`src/rtl/rdpu_pkg.sv`:
```
`timescale 1ns / 1ps
`default_nettype none

package rdpu_pkg;

  // field widths
  localparam int DATA_W  = 32;
  localparam int DIGIT_W = 8;
  localparam int RADIX_W = 9;
  localparam int CELL_W  = 6;
  localparam int STEP_W  = $clog2(DATA_W);

  // register indexes
  localparam logic REG_RADIX      = 1'b0;
  localparam logic REG_CELL_COUNT = 1'b1;

  // register resets and radix limits
  localparam logic [RADIX_W-1:0] RADIX_RESET = 9'd2;
  localparam logic [RADIX_W-1:0] RADIX_MIN   = 9'd2;
  localparam logic [RADIX_W-1:0] RADIX_MAX   = 9'd256;
  localparam logic [CELL_W-1:0]  CELL_RESET  = 6'd32;

  // item codes
  localparam logic MODE_PACK   = 1'b0;
  localparam logic MODE_UNPACK = 1'b1;
  localparam logic KIND_DIGIT  = 1'b0;
  localparam logic KIND_NUMBER = 1'b1;

  // sequencer states
  typedef enum logic [4:0] {
    ST_IDLE    = 5'b00001,
    ST_MUL_ACC = 5'b00010,
    ST_MUL_POW = 5'b00100,
    ST_DIV     = 5'b01000,
    ST_EMIT    = 5'b10000
  } state_t;

  // divider result bundle
  typedef struct packed {
    logic               done;
    logic [DATA_W-1:0]  quotient;
    logic [RADIX_W-1:0] remainder;
  } div_res_t;

endpackage

`default_nettype wire

```
`src/rtl/rdpu_divider.sv`:
```
`timescale 1ns / 1ps
`default_nettype none

// Restoring divider, one quotient bit per cycle.
module rdpu_divider (
  input  wire logic                        clk,
  input  wire logic                        rst,
  input  wire logic                        start,
  input  wire logic [rdpu_pkg::DATA_W-1:0]  dividend,
  input  wire logic [rdpu_pkg::RADIX_W-1:0] divisor,
  output rdpu_pkg::div_res_t               res
);

  logic                        busy;
  logic                        done;
  logic [rdpu_pkg::STEP_W-1:0]  step;
  logic [rdpu_pkg::DATA_W-1:0]  quo;
  logic [rdpu_pkg::RADIX_W-1:0] rem;
  logic [rdpu_pkg::RADIX_W-1:0] dsr;

  // one trial subtract per cycle
  logic [rdpu_pkg::RADIX_W:0]   trial;
  logic                         fits;
  logic [rdpu_pkg::RADIX_W:0]   diff;

  always_comb begin
    trial = {rem, quo[rdpu_pkg::DATA_W-1]};
    fits  = (trial >= {1'b0, dsr});
    diff  = trial - {1'b0, dsr};
  end

  // control
  always_ff @(posedge clk) begin
    if (rst) begin
      busy <= 1'b0;
      done <= 1'b0;
      step <= '0;
    end else begin
      done <= 1'b0;
      if (start) begin
        busy <= 1'b1;
        step <= '0;
      end else if (busy) begin
        step <= step + 1'b1;
        if (step == rdpu_pkg::STEP_W'(rdpu_pkg::DATA_W - 1)) begin
          busy <= 1'b0;
          done <= 1'b1;
        end
      end
    end
  end

  // datapath
  always_ff @(posedge clk) begin
    if (start) begin
      quo <= dividend;
      rem <= '0;
      dsr <= divisor;
    end else if (busy) begin
      quo <= {quo[rdpu_pkg::DATA_W-2:0], fits};
      rem <= fits ? diff[rdpu_pkg::RADIX_W-1:0] : trial[rdpu_pkg::RADIX_W-1:0];
    end
  end

  assign res.done      = done;
  assign res.quotient  = quo;
  assign res.remainder = rem;

endmodule

`default_nettype wire

```
`src/rtl/radix_digit_pack_unpack_core.sv`:
```
`timescale 1ns / 1ps
`default_nettype none

// Radix digit pack / unpack core.
// Input channel (in_valid/in_ready): mode 0 carries one digit to pack,
// mode 1 carries one 32-bit number to split into digits.
// Output channel (out_valid/out_ready): kind 0 is one digit, least
// significant first, last set on the final digit; kind 1 is a packed
// number, always with last set.
// Pack: a digit passes the shared 32x9 multiplier in the accumulate step,
// then the place-weight step; the digit that completes the count (cell_count
// clamped to 1..MAX_CELLS) also yields a packed number via the emit step.
// Unpack: each digit comes from the bit-serial divider (loaded with the
// number, then with each quotient) and is handed off through the emit step.
// in_ready is high only while the sequencer is idle.
// Results sit in a single output register; a stalled receiver holds the
// sequencer in its emit step, with no item lost.
// Reset (rst, synchronous) sets radix 2, cell_count 32 and clears any
// partial pack and out_valid.
// Config writes (cfg_write) are taken at once and must come while idle.
module radix_digit_pack_unpack_core #(
  parameter int MAX_CELLS = 32
) (
  input  wire logic                         clk,
  input  wire logic                         rst,
  input  wire logic                         cfg_write,
  input  wire logic                         cfg_index,
  input  wire logic [rdpu_pkg::RADIX_W-1:0]  cfg_data,
  input  wire logic                         in_valid,
  output logic                              in_ready,
  input  wire logic                         mode,
  input  wire logic [rdpu_pkg::DIGIT_W-1:0]  digit_in,
  input  wire logic [rdpu_pkg::DATA_W-1:0]   number_in,
  output logic                              out_valid,
  input  wire logic                         out_ready,
  output logic                              kind,
  output logic [rdpu_pkg::DIGIT_W-1:0]       digit_out,
  output logic [rdpu_pkg::DATA_W-1:0]        number_out,
  output logic                              last
);

  localparam int KW = (MAX_CELLS > 1) ? $clog2(MAX_CELLS) : 1;

  rdpu_pkg::state_t state;

  logic [rdpu_pkg::RADIX_W-1:0] radix;
  logic [rdpu_pkg::CELL_W-1:0]  cell_count;
  logic [rdpu_pkg::DATA_W-1:0]  accumulator;
  logic [rdpu_pkg::DATA_W-1:0]  place_weight;
  logic [rdpu_pkg::CELL_W-1:0]  digit_index;
  logic [rdpu_pkg::DIGIT_W-1:0] digit;
  logic [KW-1:0]                k;
  logic                         emit_pack;

  // effective radix and cell count
  logic [rdpu_pkg::RADIX_W-1:0] base;
  logic [6:0]                   count;

  always_comb begin
    if (radix < rdpu_pkg::RADIX_MIN)      base = rdpu_pkg::RADIX_MIN;
    else if (radix > rdpu_pkg::RADIX_MAX) base = rdpu_pkg::RADIX_MAX;
    else                                  base = radix;
    if (cell_count == '0)                         count = 7'd1;
    else if ({1'b0, cell_count} > 7'(MAX_CELLS))  count = 7'(MAX_CELLS);
    else                                          count = {1'b0, cell_count};
  end

  // shared multiplier: digit times weight, then weight times base
  logic [rdpu_pkg::RADIX_W-1:0]           mul_b;
  logic [rdpu_pkg::DATA_W+rdpu_pkg::RADIX_W-1:0] mul_p;

  assign mul_b = (state == rdpu_pkg::ST_MUL_ACC) ? {1'b0, digit} : base;
  assign mul_p = place_weight * mul_b;

  // pack completion
  logic [rdpu_pkg::CELL_W-1:0] index_next;
  logic                        pack_done;

  assign index_next = digit_index + 1'b1;
  assign pack_done  = (index_next == '0) || ({1'b0, index_next} >= count);

  // divider
  rdpu_pkg::div_res_t          div_res;
  logic                        div_start;
  logic [rdpu_pkg::DATA_W-1:0] div_dividend;
  logic                        in_take;
  logic                        slot_free;
  logic                        digit_last;

  assign in_ready   = (state == rdpu_pkg::ST_IDLE);
  assign in_take    = in_valid && in_ready;
  assign slot_free  = !out_valid || out_ready;
  assign digit_last = ((7'(k) + 7'd1) == count);

  assign div_dividend = (state == rdpu_pkg::ST_IDLE) ? number_in : div_res.quotient;
  assign div_start    = (in_take && mode == rdpu_pkg::MODE_UNPACK) ||
                        (state == rdpu_pkg::ST_EMIT && !emit_pack && slot_free &&
                         !digit_last);

  rdpu_divider u_div (
    .clk      (clk),
    .rst      (rst),
    .start    (div_start),
    .dividend (div_dividend),
    .divisor  (base),
    .res      (div_res)
  );

  // configuration registers
  always_ff @(posedge clk) begin
    if (rst) begin
      radix      <= rdpu_pkg::RADIX_RESET;
      cell_count <= rdpu_pkg::CELL_RESET;
    end else if (cfg_write) begin
      case (cfg_index)
        rdpu_pkg::REG_RADIX:      radix      <= cfg_data;
        rdpu_pkg::REG_CELL_COUNT: cell_count <= cfg_data[rdpu_pkg::CELL_W-1:0];
        default: ;
      endcase
    end
  end

  // sequencer and pack state
  always_ff @(posedge clk) begin
    if (rst) begin
      state        <= rdpu_pkg::ST_IDLE;
      accumulator  <= '0;
      place_weight <= 32'd1;
      digit_index  <= '0;
      emit_pack    <= 1'b0;
      k            <= '0;
    end else begin
      case (state)
        rdpu_pkg::ST_IDLE: begin
          if (in_take) begin
            if (mode == rdpu_pkg::MODE_PACK) begin
              state <= rdpu_pkg::ST_MUL_ACC;
            end else begin
              accumulator  <= '0;
              place_weight <= 32'd1;
              digit_index  <= '0;
              k            <= '0;
              state        <= rdpu_pkg::ST_DIV;
            end
          end
        end
        rdpu_pkg::ST_MUL_ACC: begin
          accumulator <= accumulator + mul_p[rdpu_pkg::DATA_W-1:0];
          state       <= rdpu_pkg::ST_MUL_POW;
        end
        rdpu_pkg::ST_MUL_POW: begin
          place_weight <= mul_p[rdpu_pkg::DATA_W-1:0];
          digit_index  <= index_next;
          if (pack_done) begin
            emit_pack <= 1'b1;
            state     <= rdpu_pkg::ST_EMIT;
          end else begin
            state <= rdpu_pkg::ST_IDLE;
          end
        end
        rdpu_pkg::ST_DIV: begin
          if (div_res.done) begin
            emit_pack <= 1'b0;
            state     <= rdpu_pkg::ST_EMIT;
          end
        end
        rdpu_pkg::ST_EMIT: begin
          if (slot_free) begin
            if (emit_pack) begin
              accumulator  <= '0;
              place_weight <= 32'd1;
              digit_index  <= '0;
              state        <= rdpu_pkg::ST_IDLE;
            end else if (digit_last) begin
              state <= rdpu_pkg::ST_IDLE;
            end else begin
              k     <= k + 1'b1;
              state <= rdpu_pkg::ST_DIV;
            end
          end
        end
        default: state <= rdpu_pkg::ST_IDLE;
      endcase
    end
  end

  // latch the digit of a pack item
  always_ff @(posedge clk) begin
    if (in_take) digit <= digit_in;
  end

  // output register
  logic out_load;
  assign out_load = (state == rdpu_pkg::ST_EMIT) && slot_free;

  always_ff @(posedge clk) begin
    if (rst) begin
      out_valid <= 1'b0;
    end else if (out_load) begin
      out_valid <= 1'b1;
    end else if (out_ready) begin
      out_valid <= 1'b0;
    end
  end

  always_ff @(posedge clk) begin
    if (out_load) begin
      if (emit_pack) begin
        kind       <= rdpu_pkg::KIND_NUMBER;
        digit_out  <= '0;
        number_out <= accumulator;
        last       <= 1'b1;
      end else begin
        kind       <= rdpu_pkg::KIND_DIGIT;
        digit_out  <= div_res.remainder[rdpu_pkg::DIGIT_W-1:0];
        number_out <= '0;
        last       <= digit_last;
      end
    end
  end

endmodule

`default_nettype wire

```
`config.mk`:
```
export PLATFORM = sky130hd
export DESIGN_NAME = radix_digit_pack_unpack_core
export DESIGN_NICKNAME = d
export VERILOG_FILES = /design/src/rtl/rdpu_pkg.sv /design/src/rtl/rdpu_divider.sv /design/src/rtl/radix_digit_pack_unpack_core.sv
export SDC_FILE = /design/constraint.sdc
export NUM_CORES = 1
export LEC_CHECK = 0
export ABC_CLOCK_PERIOD_IN_PS = 10200
export BUFFER_PORTS_ARGS = -buffer_cell sky130_fd_sc_hd__buf_2
export CAP_MARGIN = 0
export CORE_MARGIN = 8
export CORE_UTILIZATION = 60
export DETAILED_ROUTE_END_ITERATION = 8
export GPL_TIMING_DRIVEN = 0
export PLACE_DENSITY = 0.79
export SLEW_MARGIN = 15
export SYNTH_ARGS = -nofsm -noshare
export SYNTH_HDL_FRONTEND = slang
export SYNTH_SLANG_ARGS = --single-unit
```
`constraint.sdc`:
```
create_clock -name clk -period 10.2 [get_ports clk]
set_clock_uncertainty 0.15 [all_clocks]
set_input_delay 3.06 -clock clk [delete_from_list [all_inputs] [get_ports clk]]
set_output_delay 3.06 -clock clk [all_outputs]
set_load 0.05 [all_outputs]
```
Word-level counts from Yosys, hierarchy flattened. Cells that the tools add are included.

Add/sub/neg operators: 6. Bitwise operators: 2. Magnitude comparators: 5. Multiplexer cells: 48. Reduce and logical (&&, ||, !) cells: 30. Equal/unequal tests: 16. Multipliers: 1.

Operators with widths (number): two-way mux 32 bit (11); one-hot mux 32 bit (3 select lines) (2); two-way mux 5 bit (9); two-way mux 6 bit (6); two-way mux 9 bit (4); adder 32 bit (1); multiplier 32 x 9 -> 32 bit (1); one-hot mux 5 bit (5 select lines) (1); one-hot mux 6 bit (3 select lines) (1); logical NOT 6 bit (2); two-way mux 4 bit (3); != test 2 bit, second input constant (6); adder 5 x 1 -> 5 bit, second input constant (2); equality test 5 bit, second input constant (2); >= comparator 10 x 9 -> 1 bit (1); one-hot mux 5 bit (2 select lines) (1); AND reduction 5 bit (2); > comparator 9 bit, second input constant (1); < comparator 9 x 2 -> 1 bit, second input constant (1); two-way mux 1 bit (9); subtractor 9 bit (1); nonzero test 2 bit (4); equality test 6 x 7 -> 1 bit (1); >= comparator 6 x 7 -> 1 bit (1); other kinds (19) (35).

Register bits after elaboration: 204. Input port bits: 56. Logic and storage cells: 128. Output and inout bits: 44.

Depth between registers and ports, before layout. Gate-level depths: netlist of run 1.

Depth after elaboration: 9. Gate-level depth with buffers: 36.

Cells and area by module. From an unflattened synthesis of run 1, not the netlist that was laid out.

Cell total of the unflattened synthesis: 2014. Area, all modules: 17959.7 µm².

Modules (own cells, without submodules): radix_digit_pack_unpack_core (cells an instance 1794, area each 15160.8 µm², instances 1); rdpu_divider (cells an instance 220, area each 2798.9 µm², instances 1).

Worst setup path before layout of run 1. Ideal clock, no wire load.

Path kind: reg-to-reg. Start: reg state[2]. End: reg accumulator[31] in the netlist's numbering. Cell stages (with the launch flop): 36. Buffers on the path: 3. Setup time: 0.069 ns. Arrival time: 7.681 ns. Path slack: 2.300 ns. Clock period less this slack: 7.900 ns. Cells stage by stage: dfxtp_1 > nor2_4 > nand3_4 > buf_8 > mux2i_1 > clkbuf_1 > clkbuf_1 > nand2b_1 > fa_1 > fa_1 > inv_1 > fa_1 > inv_1 > fa_1 > inv_1 > ha_1 > nor3_1 > nor3b_1 > o22ai_1 > o21ai_0 > a31o_2 > a21o_1 > a21oi_1 > xnor2_1 > ha_1 > and4_1 > nand2_1 > o22ai_1 > nor3_1 > a21oi_1 > o41ai_2 > o21ai_0 > a31oi_1 > xnor2_1 > or4_1 > o21ai_1.

Longest elaborated chain between the ends: 5. Elaborated cells between the ends (all ways): 14.

RTL lines: from (decl) (RTL line radix_digit_pack_unpack_core.sv:44) `rdpu_pkg::state_t state;`; from (signal assigned) (RTL line radix_digit_pack_unpack_core.sv:126) `state <= rdpu_pkg::ST_IDLE;`; from (signal assigned) (RTL line radix_digit_pack_unpack_core.sv:137) `state <= rdpu_pkg::ST_MUL_ACC;`; from (signal assigned) (RTL line radix_digit_pack_unpack_core.sv:143) `state <= rdpu_pkg::ST_DIV;`; equality test 5 x 2 -> 1 bit (RTL line radix_digit_pack_unpack_core.sv:72, radix_digit_pack_unpack_core.sv:133); two-way mux 9 bit (RTL line radix_digit_pack_unpack_core.sv:72) `assign mul_b = (state == rdpu_pkg::ST_MUL_ACC) ? {1'b0, digit} : base;`; multiplier 32 x 9 -> 32 bit (RTL line radix_digit_pack_unpack_core.sv:73) `assign mul_p = place_weight * mul_b;`; adder 32 bit (RTL line radix_digit_pack_unpack_core.sv:148) `accumulator <= accumulator + mul_p[rdpu_pkg::DATA_W-1:0];`; one-hot mux 32 bit (3 select lines) (RTL line radix_digit_pack_unpack_core.sv:133) `case (state)`; to (signal assigned) (RTL line radix_digit_pack_unpack_core.sv:148); to (decl) (RTL line radix_digit_pack_unpack_core.sv:48) `logic [rdpu_pkg::DATA_W-1:0] accumulator;`.

Several ways; a longest one is shown, not always the timed one. A chain may end at the register's enable or synchronous reset.

Worst setup path in the final report of run 1.
Start: reg state[4]. End: reg accumulator[31] in the netlist's numbering.

The elaborated chain is that of the path after synthesis.

==> metrics.yaml, run 1 <==
status: "finished, final reports clean"
portBuffers: 96
syn_avg_cell_area_sq_um: 8.96
start_util_pct: 60.7
clk_path_buf_depth: 3
slew_violations: 0
path_common_cell: "fa_1"
arrival_ps: 9990
drive_gt1_share_pct: 8.03
drt-initial-drc-count: 1083
synthArstFlopShare_pct: 0
worst_path_largest_cell_delay_ps: 550
max_freq_ghz: 0.103
hold_start: "cell_count[0]"
die_x_um: 186
clk_latency_ps: 540
crit_slowest_cell: "clkbuf_1"
htree_num_levels: 1
area_growth_pct: 10.1
fill_cells: 2273
ys_seq_area_share_pct: 28.7
rsz0062_at_grt: "false"
hold_end: "cell_count[0]"
synth_area_sq_um: 17400
clk_pin_slew_ps: 70
first_pass_iters: 5
reg2reg_slack_ps: 520
gr-usage-all-layers_pct: 26.2
synthCells: 1940
finalNetCount: 2391
via_per_inst: 5.72
tightestPinTransition_ps: 941
cp.required_ps: 10510
cts_tree: "done"
row_count: 62
ioPinCount: 100
antenna_found_initial: 0
startpoint_type: "flop"
numCtsBuffers: 23
synth_edf_count: 91
fin_crit_ps: 9680
core_sq_um: 28600
finalCritPeriodShare_pct: 94.9
place_hpwl_um: 34300
grt_pass1_vias: 14100
ir_drop_mv: 0.107
vias: 14100
ys_types: 67
yosys_most_used_dff: "dfxtp_1"
diodes: 0
rr_worst_depth: 35
setup_tns_ps: 0
grt_max_degree: 29
leakagePower_nw: 8.82
placed_area_sq_um: 18400
gp_congestion: 0.921
grt_first_pass_wirelength_um: 71900
critPathMaxFanout: 10
wirelength_um: 44800
crit_type: "flop to flop"
r2r-start: "state[4]"
hold_viol: 0
die_area_sq_um: 34700
r2r-end: "accumulator[31]"
cts_hold_buf: 0
fin_area_sq_um: 19100
powerDensity_nw_per_um2: 130
drv_cap: 0
drc_errors: 0
die-height_um: 186
ant_nets: 0
overflow: 0
hp-class: "flop to flop"
synth-seq-cells: 204
clock_sinks: 204
cts_resized: 0
post_cts_buffers: 0
relSlewSlack_pct: 37.3
syn_nets: 2268
holdPathStages: 2
finalSetupViolations: 0
cts-root-buf: "clkbuf_16"
end_kind: "flop"
yosys_warnings: 0
routedWlPerCell_um: 18.2
## critical path, delay by kind of cell (launching register included)
kind / cells / cell delay [ps]
buf+inv: 6 / 1380
xor+xnor: 2 / 330
mux: 1 / 320
fa+ha+maj: 6 / 2730
compound gates: 11 / 2620
simple gates: 9 / 1610
flops: 1 / 440
## per-layer routing
| metal | GRT usage [%] | vias up | part of all wire (%) |
|---|---|---|---|
| li1 | - | 6540 | - |
| met1 | 33.1 | 6851 | 40 |
| met2 | 43.8 | 563 | 47 |
| met3 | 3.94 | 129 | 8.0 |
| met4 | 12.3 | 0 | 5.0 |
| met5 | 0 | - | 0 |
## Yosys cell counts (10+ instances only)
cell	instances	area share, %
nand2_1	306	6.6
inv_1	238	5.1
fa_1	181	21
dfxtp_1	113	13
a21oi_1	108	3.1
nor2b_1	96	3.5
edfxtp_1	91	16
ha_1	91	6.6
nor2_1	91	2.0
clkbuf_1	81	1.7
and2_1	78	2.8
xnor2_1	51	2.6
nand3_1	47	1.4
o21ai_0	45	1.3
a21o_1	32	1.4
xor2_1	29	1.5
nor3_1	24	0.69
and3_1	23	0.83
a22oi_1	21	0.91
clkbuf_2	17	0.49
nand2b_1	17	0.61
a211oi_1	12	0.52
o21a_1	12	0.52
mux2i_1	10	0.58
## cell families after synthesis
logic type	synth area share, %
xor gates and xnor gates	4.16
and+or+nand+nor	20.5
AOI/OAI and AO/OA	10.7
DFF	28.7
muxes	0.929
adders and majority gates	27.4
buffers and inverters	7.61
## final cells by class
cell class	count	area, sq um	share of cell area, %
repair buffers	98	528	2.76
well taps	384	480	2.51
multi-input cells	1393	11100	57.9
clock inverters	9	87.6	0.458
inverters	238	893	4.67
clock buffers	33	633	3.31
flip-flops and latches	204	4990	26.1
plain buffers	105	429	2.24
## state kept, by name (all words and copies together), names as in the netlist, 5 cells and up
name	count
state	5
digit	8
k	5
place_weight	32
u_div.rem	9
digit_out	8
cell_count	6
accumulator	32
digit_index	6
u_div.quo	32
u_div.step	5
number_out	32
radix	9
u_div.dsr	9
## stage by stage
stage | hold WS, ps | power (W) | setup slack (ps) | util [%] | std cells
2_1_floorplan | 285 | 0.00147 | 2300 | - | 1940
3_3_place_gp | 296 | 0.00164 | 783 | 64.1 | 2420
3_5_place_dp | 301 | 0.00167 | 644 | 64.3 | 2422
4_1_cts | 310 | 0.00247 | 605 | 66.8 | 2464
5_1_grt | 336 | 0.00258 | 97.8 | 66.8 | 2464
6_report | 313 | 0.00248 | 516 | 66.8 | 2464
## power by group
group,switching (W),internal (W)
combinational,0.000447,0.000206
clock,0.000343,0.000461
sequential,0.0000513,0.000973
## layout by cell type (no fill, tap or decap), drive strengths merged, types with 8 or more instances in the layout
cell type,n
nand3,48
o21ai,47
buf,105
ha,91
and2b,8
clkbuf,131
nand2b,17
o21a,12
a21o,32
and3,23
edfxtp,91
and2,79
nand2,306
a22oi,21
mux2i,12
nor2b,96
or3,8
nor3,24
a21oi,108
xor2,29
a211oi,13
inv,240
fa,181
nor2,93
dfxtp,113
xnor2,51
## worst max-delay path by stage
stage                        start  slack (ps)  cells after the start         endpoint
after floorplan           state[2]        2300                     35  accumulator[31]
after global routing      state[4]         100                     35  accumulator[31]
after CTS                 state[2]         600                     35  accumulator[31]
final                     state[4]         520                     35  accumulator[31]
after global placement    state[2]         780                     35  accumulator[31]
after detailed placement  state[2]         640                     35  accumulator[31]
Note: power is estimated with default switching activity, not from simulation.
==> run 2: changes to the inputs <==
--- a/config.mk
+++ b/config.mk
@@ -8,11 +8,12 @@
 export ABC_CLOCK_PERIOD_IN_PS = 10200
 export BUFFER_PORTS_ARGS = -buffer_cell sky130_fd_sc_hd__buf_2
 export CAP_MARGIN = 0
+export CORE_ASPECT_RATIO = 0.8
 export CORE_MARGIN = 8
 export CORE_UTILIZATION = 60
 export DETAILED_ROUTE_END_ITERATION = 8
 export GPL_TIMING_DRIVEN = 0
-export PLACE_DENSITY = 0.79
+export PLACE_DENSITY_LB_ADDON = 0.15
 export SLEW_MARGIN = 15
 export SYNTH_ARGS = -nofsm -noshare
 export SYNTH_HDL_FRONTEND = slang
==> run 2 against run 1 <==
Sequential power about the same; largest cell class unchanged; register-to-register slack better by 50 ps; via count down 1.1%; largest power group unchanged; hold slack worse by 2.0 ps; non-clock buffer count unchanged; global-route usage up 0.051 points; critical path depth down 2; cell area down 0.48%; sequential share of layout area up 0.13 points; critical endpoint unchanged; combinational power down 1%; sequential cell count unchanged; die area about the same.
==> metrics.yaml, run 2 (synthesized netlist as in run 1, its figures left out) <==
status: "finished, final reports clean"
tightestPinTransition_ps: 1090
critPathMaxFanout: 10
wirelength_um: 45600
end_kind: "flop"
fill_cells: 2341
ant_nets: 0
seq_power_share_pct: 42.6
hold_viol: 0
max_freq_ghz: 0.104
leakagePower_nw: 8.79
die_area_sq_um: 34700
grt_max_degree: 30
core_sq_um: 28400
clock_sinks: 204
rsz0062_at_grt: "false"
startpoint_type: "flop"
place_hpwl_um: 35900
diodes: 0
drive_gt1_share_pct: 8.19
mostFrequentLayoutCell: "nand2_1"
hold_start: "radix[0]"
switching_power_w: 0.000818
grt_pass1_vias: 13800
clk_pin_slew_ps: 70
area_growth_pct: 9.52
vias: 13900
post_cts_buffers: 0
grt_first_pass_wirelength_um: 72500
reg2reg_slack_ps: 560
arrival_ps: 9920
r2r-end: "accumulator[31]"
finalSetupViolations: 0
portBuffers: 96
p_int_w: 0.00158
crit_type: "flop to flop"
setup_tns_ps: 0
antenna_found_initial: 0
fin_crit_ps: 9640
clk_path_buf_depth: 3
htree_num_levels: 1
cts_resized: 0
slew_violations: 0
multiInputGateArea_sq_um: 11100
drt-initial-drc-count: 1214
powerDensity_nw_per_um2: 126
layout_common_cells: "nand2_1, inv_1, fa_1"
finalNetCount: 2389
clk_latency_ps: 510
overflow: 0
via_per_inst: 5.69
cts_tree: "done"
cts-root-buf: "clkbuf_16"
gr-usage-all-layers_pct: 26.2
gp_congestion: 0.984
ir_drop_mv: 0.147
hold_end: "radix[0]"
relSlewSlack_pct: 26.8
drc_errors: 0
numCtsBuffers: 21
power.total_w: 0.00240
start_util_pct: 61.2
switching_share_pct: 34.1
comb_power_share_pct: 26.8
holdPathStages: 2
die_x_um: 206
die-height_um: 168
dp_slack_ps: 326
dp.cells: 2408
stdcell_count: 2446
hp-class: "flop to flop"
cts_hold_buf: 0
finalCritPeriodShare_pct: 94.5
path_common_cell: "ha_1"
crit_slowest_cell: "o41ai_2"
power.share.clock_pct: 30.5
rr_worst_depth: 33
r2r-start: "state[3]"
worst_path_largest_cell_delay_ps: 950
drv_cap: 0
regArea_sq_um: 4990
fin_util_pct: 67.0
first_pass_iters: 5
fin_ws_ps: 565
cp.required_ps: 10490
row_count: 55
routedWlPerCell_um: 18.6
ioPinCount: 100
## run 2: cell count changes in the layout (fill, tap and decap cells not counted), moves of 2 or more
cell,previous run,this run
clkbuf_1,89,84
clkbuf_2,17,20
clkbuf_16,23,21
clkinv_1,3,1
clkinv_4,0,2
## run 2: through the flow
step                      instance area (sq um)  hold WS, ps
after detailed placement                  18400          300
after floorplan                           17400          285
final                                     19000          311
after CTS                                 19000          308
after global placement                    18300          299
after global routing                      19000          345
## run 2: layer usage
metal,GRT usage [%],vias to the layer above,routed length (um)
met5,0,-,0
met4,7.31,0,1260
met3,4.28,85,3750
met2,40.2,522,19900
met1,37.9,6783,20700
li1,-,6535,-
## run 2: power by group through the flow
stage               clock (W)  combinational (W)  sequential (W)
global route         0.000768           0.000709         0.00103
CTS                  0.000737           0.000637         0.00102
global placement            0           0.000608         0.00104
finish               0.000732           0.000644         0.00102
floorplan                   0           0.000438         0.00103
detailed placement          0           0.000633         0.00104
## run 2: how the worst max path moves through the flow
stage / startpoint / endpoint / slack (ps) / cells after the start
floorplan: state[2] / accumulator[31] / 2300 / 35
global placement: state[3] / accumulator[31] / 420 / 35
detailed placement: state[3] / accumulator[31] / 330 / 35
CTS: state[3] / accumulator[31] / 290 / 35
global route: state[3] / accumulator[31] / 20 / 33
finish: state[3] / accumulator[31] / 560 / 33
## run 2: worst max-delay path: cells and delay by family (launching register included)
kind	cells	cell delay [ps]
AO/OA/AOI/OAI	12	3850
adder cells (fa/ha/maj)	7	2640
AND/OR/NAND/NOR	8	1490
buffers and inverters	4	630
flip-flops	1	480
XOR/XNOR	2	310
## run 2: layout make-up
class / count / area share (%)
clock inverter: 8 / 0.269
tap: 370 / 2.43
sequential: 204 / 26.2
multi-input combinational: 1393 / 58.3
clock buffer: 30 / 3.10
inverter: 238 / 4.69
buffer: 105 / 2.27
timing repair buffer: 98 / 2.73
==> run 3: changes to the inputs <==
--- a/config.mk
+++ b/config.mk
@@ -5,15 +5,16 @@
 export SDC_FILE = /design/constraint.sdc
 export NUM_CORES = 1
 export LEC_CHECK = 0
-export ABC_CLOCK_PERIOD_IN_PS = 10200
+export ABC_CLOCK_PERIOD_IN_PS = 11800
 export BUFFER_PORTS_ARGS = -buffer_cell sky130_fd_sc_hd__buf_2
 export CAP_MARGIN = 0
 export CORE_ASPECT_RATIO = 0.8
 export CORE_MARGIN = 8
 export CORE_UTILIZATION = 60
+export CTS_CLUSTER_DIAMETER = 120
 export DETAILED_ROUTE_END_ITERATION = 8
 export GPL_TIMING_DRIVEN = 0
-export PLACE_DENSITY_LB_ADDON = 0.15
+export PLACE_DENSITY = 0.79
 export SLEW_MARGIN = 15
 export SYNTH_ARGS = -nofsm -noshare
 export SYNTH_HDL_FRONTEND = slang
==> constraint.sdc (replaced) <==
create_clock -name clk -period 11.8 [get_ports clk]
set_clock_uncertainty 0.15 [all_clocks]
set_input_delay 3.54 -clock clk [delete_from_list [all_inputs] [get_ports clk]]
set_output_delay 3.54 -clock clk [all_outputs]
set_load 0.05 [all_outputs]
==> run 3 against run 2 <==
Wire length is 0.21% lower; cell count hardly changed; critical path type unchanged; hold slack better by 6.3 ps; first-iteration DRC count is 1.8% higher; sequential power is 13% lower; worst setup slack better by 1100 ps; fmax is 5.4% lower; largest power group unchanged; highest routed layer unchanged.
==> metrics.yaml, run 3 (synthesized netlist as in run 1, its figures left out) <==
status: "finished, final reports clean"
max_freq_ghz: 0.0982
finalSetupViolations: 0
die_area_sq_um: 34700
drt-initial-drc-count: 1236
clk_pin_slew_ps: 70
dp_slack_ps: 2050
gr-usage-met2_pct: 41.8
vias: 14200
grt_first_pass_wirelength_um: 74100
numCtsBuffers: 20
gr-usage-all-layers_pct: 26.5
critical_path_buf_inv_count: 6
regArea_sq_um: 4990
grt_pass1_vias: 14300
crit_slowest_cell: "o21ai_0"
mostFrequentLayoutCell: "nand2_1"
finalNetCount: 2388
end_kind: "flop"
power.share.clock_pct: 29.5
hold_viol: 0
fin_ws_ps: 1620
ioPinCount: 100
drc_errors: 0
layout_common_cells: "nand2_1, inv_1, fa_1"
drive_gt1_share_pct: 7.76
cp_top_family: "compound AO/OA/AOI/OAI gates"
place_hpwl_um: 35500
cp.required_ps: 12080
rsz0062_at_grt: "false"
busiest_layer: "met2"
use_met3_pct: 3.93
fill_cells: 2294
post_cts_buffers: 0
hp-class: "flop to flop"
cts_resized: 0
powerDensity_nw_per_um2: 108
drv_cap: 0
area_growth_pct: 9.19
gp_congestion: 1.00
worst_path_largest_cell_delay_ps: 970
setup_tns_ps: 0
overflow: 0
core_sq_um: 28400
ant_nets: 0
seq_power_share_pct: 43.2
wirelength_um: 45500
cts_tree: "done"
start_util_pct: 61.2
htree_num_levels: 1
ir_drop_mv: 0.127
clk_latency_ps: 490
cts_hold_buf: 0
switching_share_pct: 34.3
comb_power_share_pct: 27.3
grt_max_degree: 30
switching_power_w: 0.000703
startpoint_type: "flop"
multiInputGateArea_sq_um: 11100
antenna_found_initial: 0
fin_util_pct: 66.8
die-height_um: 168
stdcell_count: 2444
routedWlPerCell_um: 18.6
clock_sinks: 204
critPathMaxFanout: 10
finalCritPeriodShare_pct: 86.3
cts-root-buf: "clkbuf_16"
portBuffers: 96
p_int_w: 0.00135
clk_path_buf_depth: 3
via_per_inst: 5.80
diodes: 0
relSlewSlack_pct: 18.9
path_common_cell: "fa_1"
tightestPinTransition_ps: 1200
row_count: 55
leakagePower_nw: 8.74
dp.cells: 2408
slew_violations: 0
crit_type: "flop to flop"
die_x_um: 206
arrival_ps: 10460
fin_crit_ps: 10180
first_pass_iters: 5
met1_usage_pct: 38.0
==> run 3: cell type report <==
type                            count  share of cell area, %
Tap cell                          370                   2.44
Multi-Input combinational cell   1393                   58.4
Buffer                            105                   2.26
Inverter                          238                   4.71
Sequential cell                   204                   26.3
Clock inverter                      6                  0.185
Clock buffer                       30                   2.95
Timing Repair Buffer               98                   2.74
==> run 3: power groups by stage <==
| stage | Clock [W] | Sequential (W) | Combinational [W] |
|---|---|---|---|
| finish | 0.000604 | 0.000885 | 0.000560 |
| global route | 0.000633 | 0.000893 | 0.000612 |
| global placement | 0 | 0.000901 | 0.000518 |
| floorplan | 0 | 0.000892 | 0.000379 |
| detailed placement | 0 | 0.000900 | 0.000544 |
| CTS | 0.000604 | 0.000885 | 0.000550 |
==> run 3: layer usage <==
layer | wire, um | vias up
li1 | - | 6531
met1 | 20100 | 6908
met2 | 20500 | 648
met3 | 3890 | 77
met4 | 1060 | 0
met5 | 0 | -
==> run 3: stage by stage <==
step | total power [W] | instance area [sq um] | hold slack, ps
finish | 0.00205 | 19000 | 318
global route | 0.00214 | 19000 | 334
CTS | 0.00204 | 19000 | 316
detailed placement | 0.00144 | 18400 | 307
global placement | 0.00142 | 18300 | 298
floorplan | 0.00127 | 17400 | 285
==> run 3: worst paths after layout <==
path	from	endpoint	slack, ps	depth (start not counted)
max	state[4]	accumulator[31]	1620	33
min	radix[0]	radix[0]	320	2
max reg2reg	state[4]	accumulator[31]	1620	33
min reg2reg	radix[0]	radix[0]	320	2
==> run 3: worst register-to-register path: cells and delay by family, from the launching register on <==
kind	cells	cell delay, ps
compound gates	9	2810
xor+xnor	2	510
fa+ha+maj	6	2740
buf+inv	6	1520
flops	1	370
mux	1	280
simple gates	9	1740
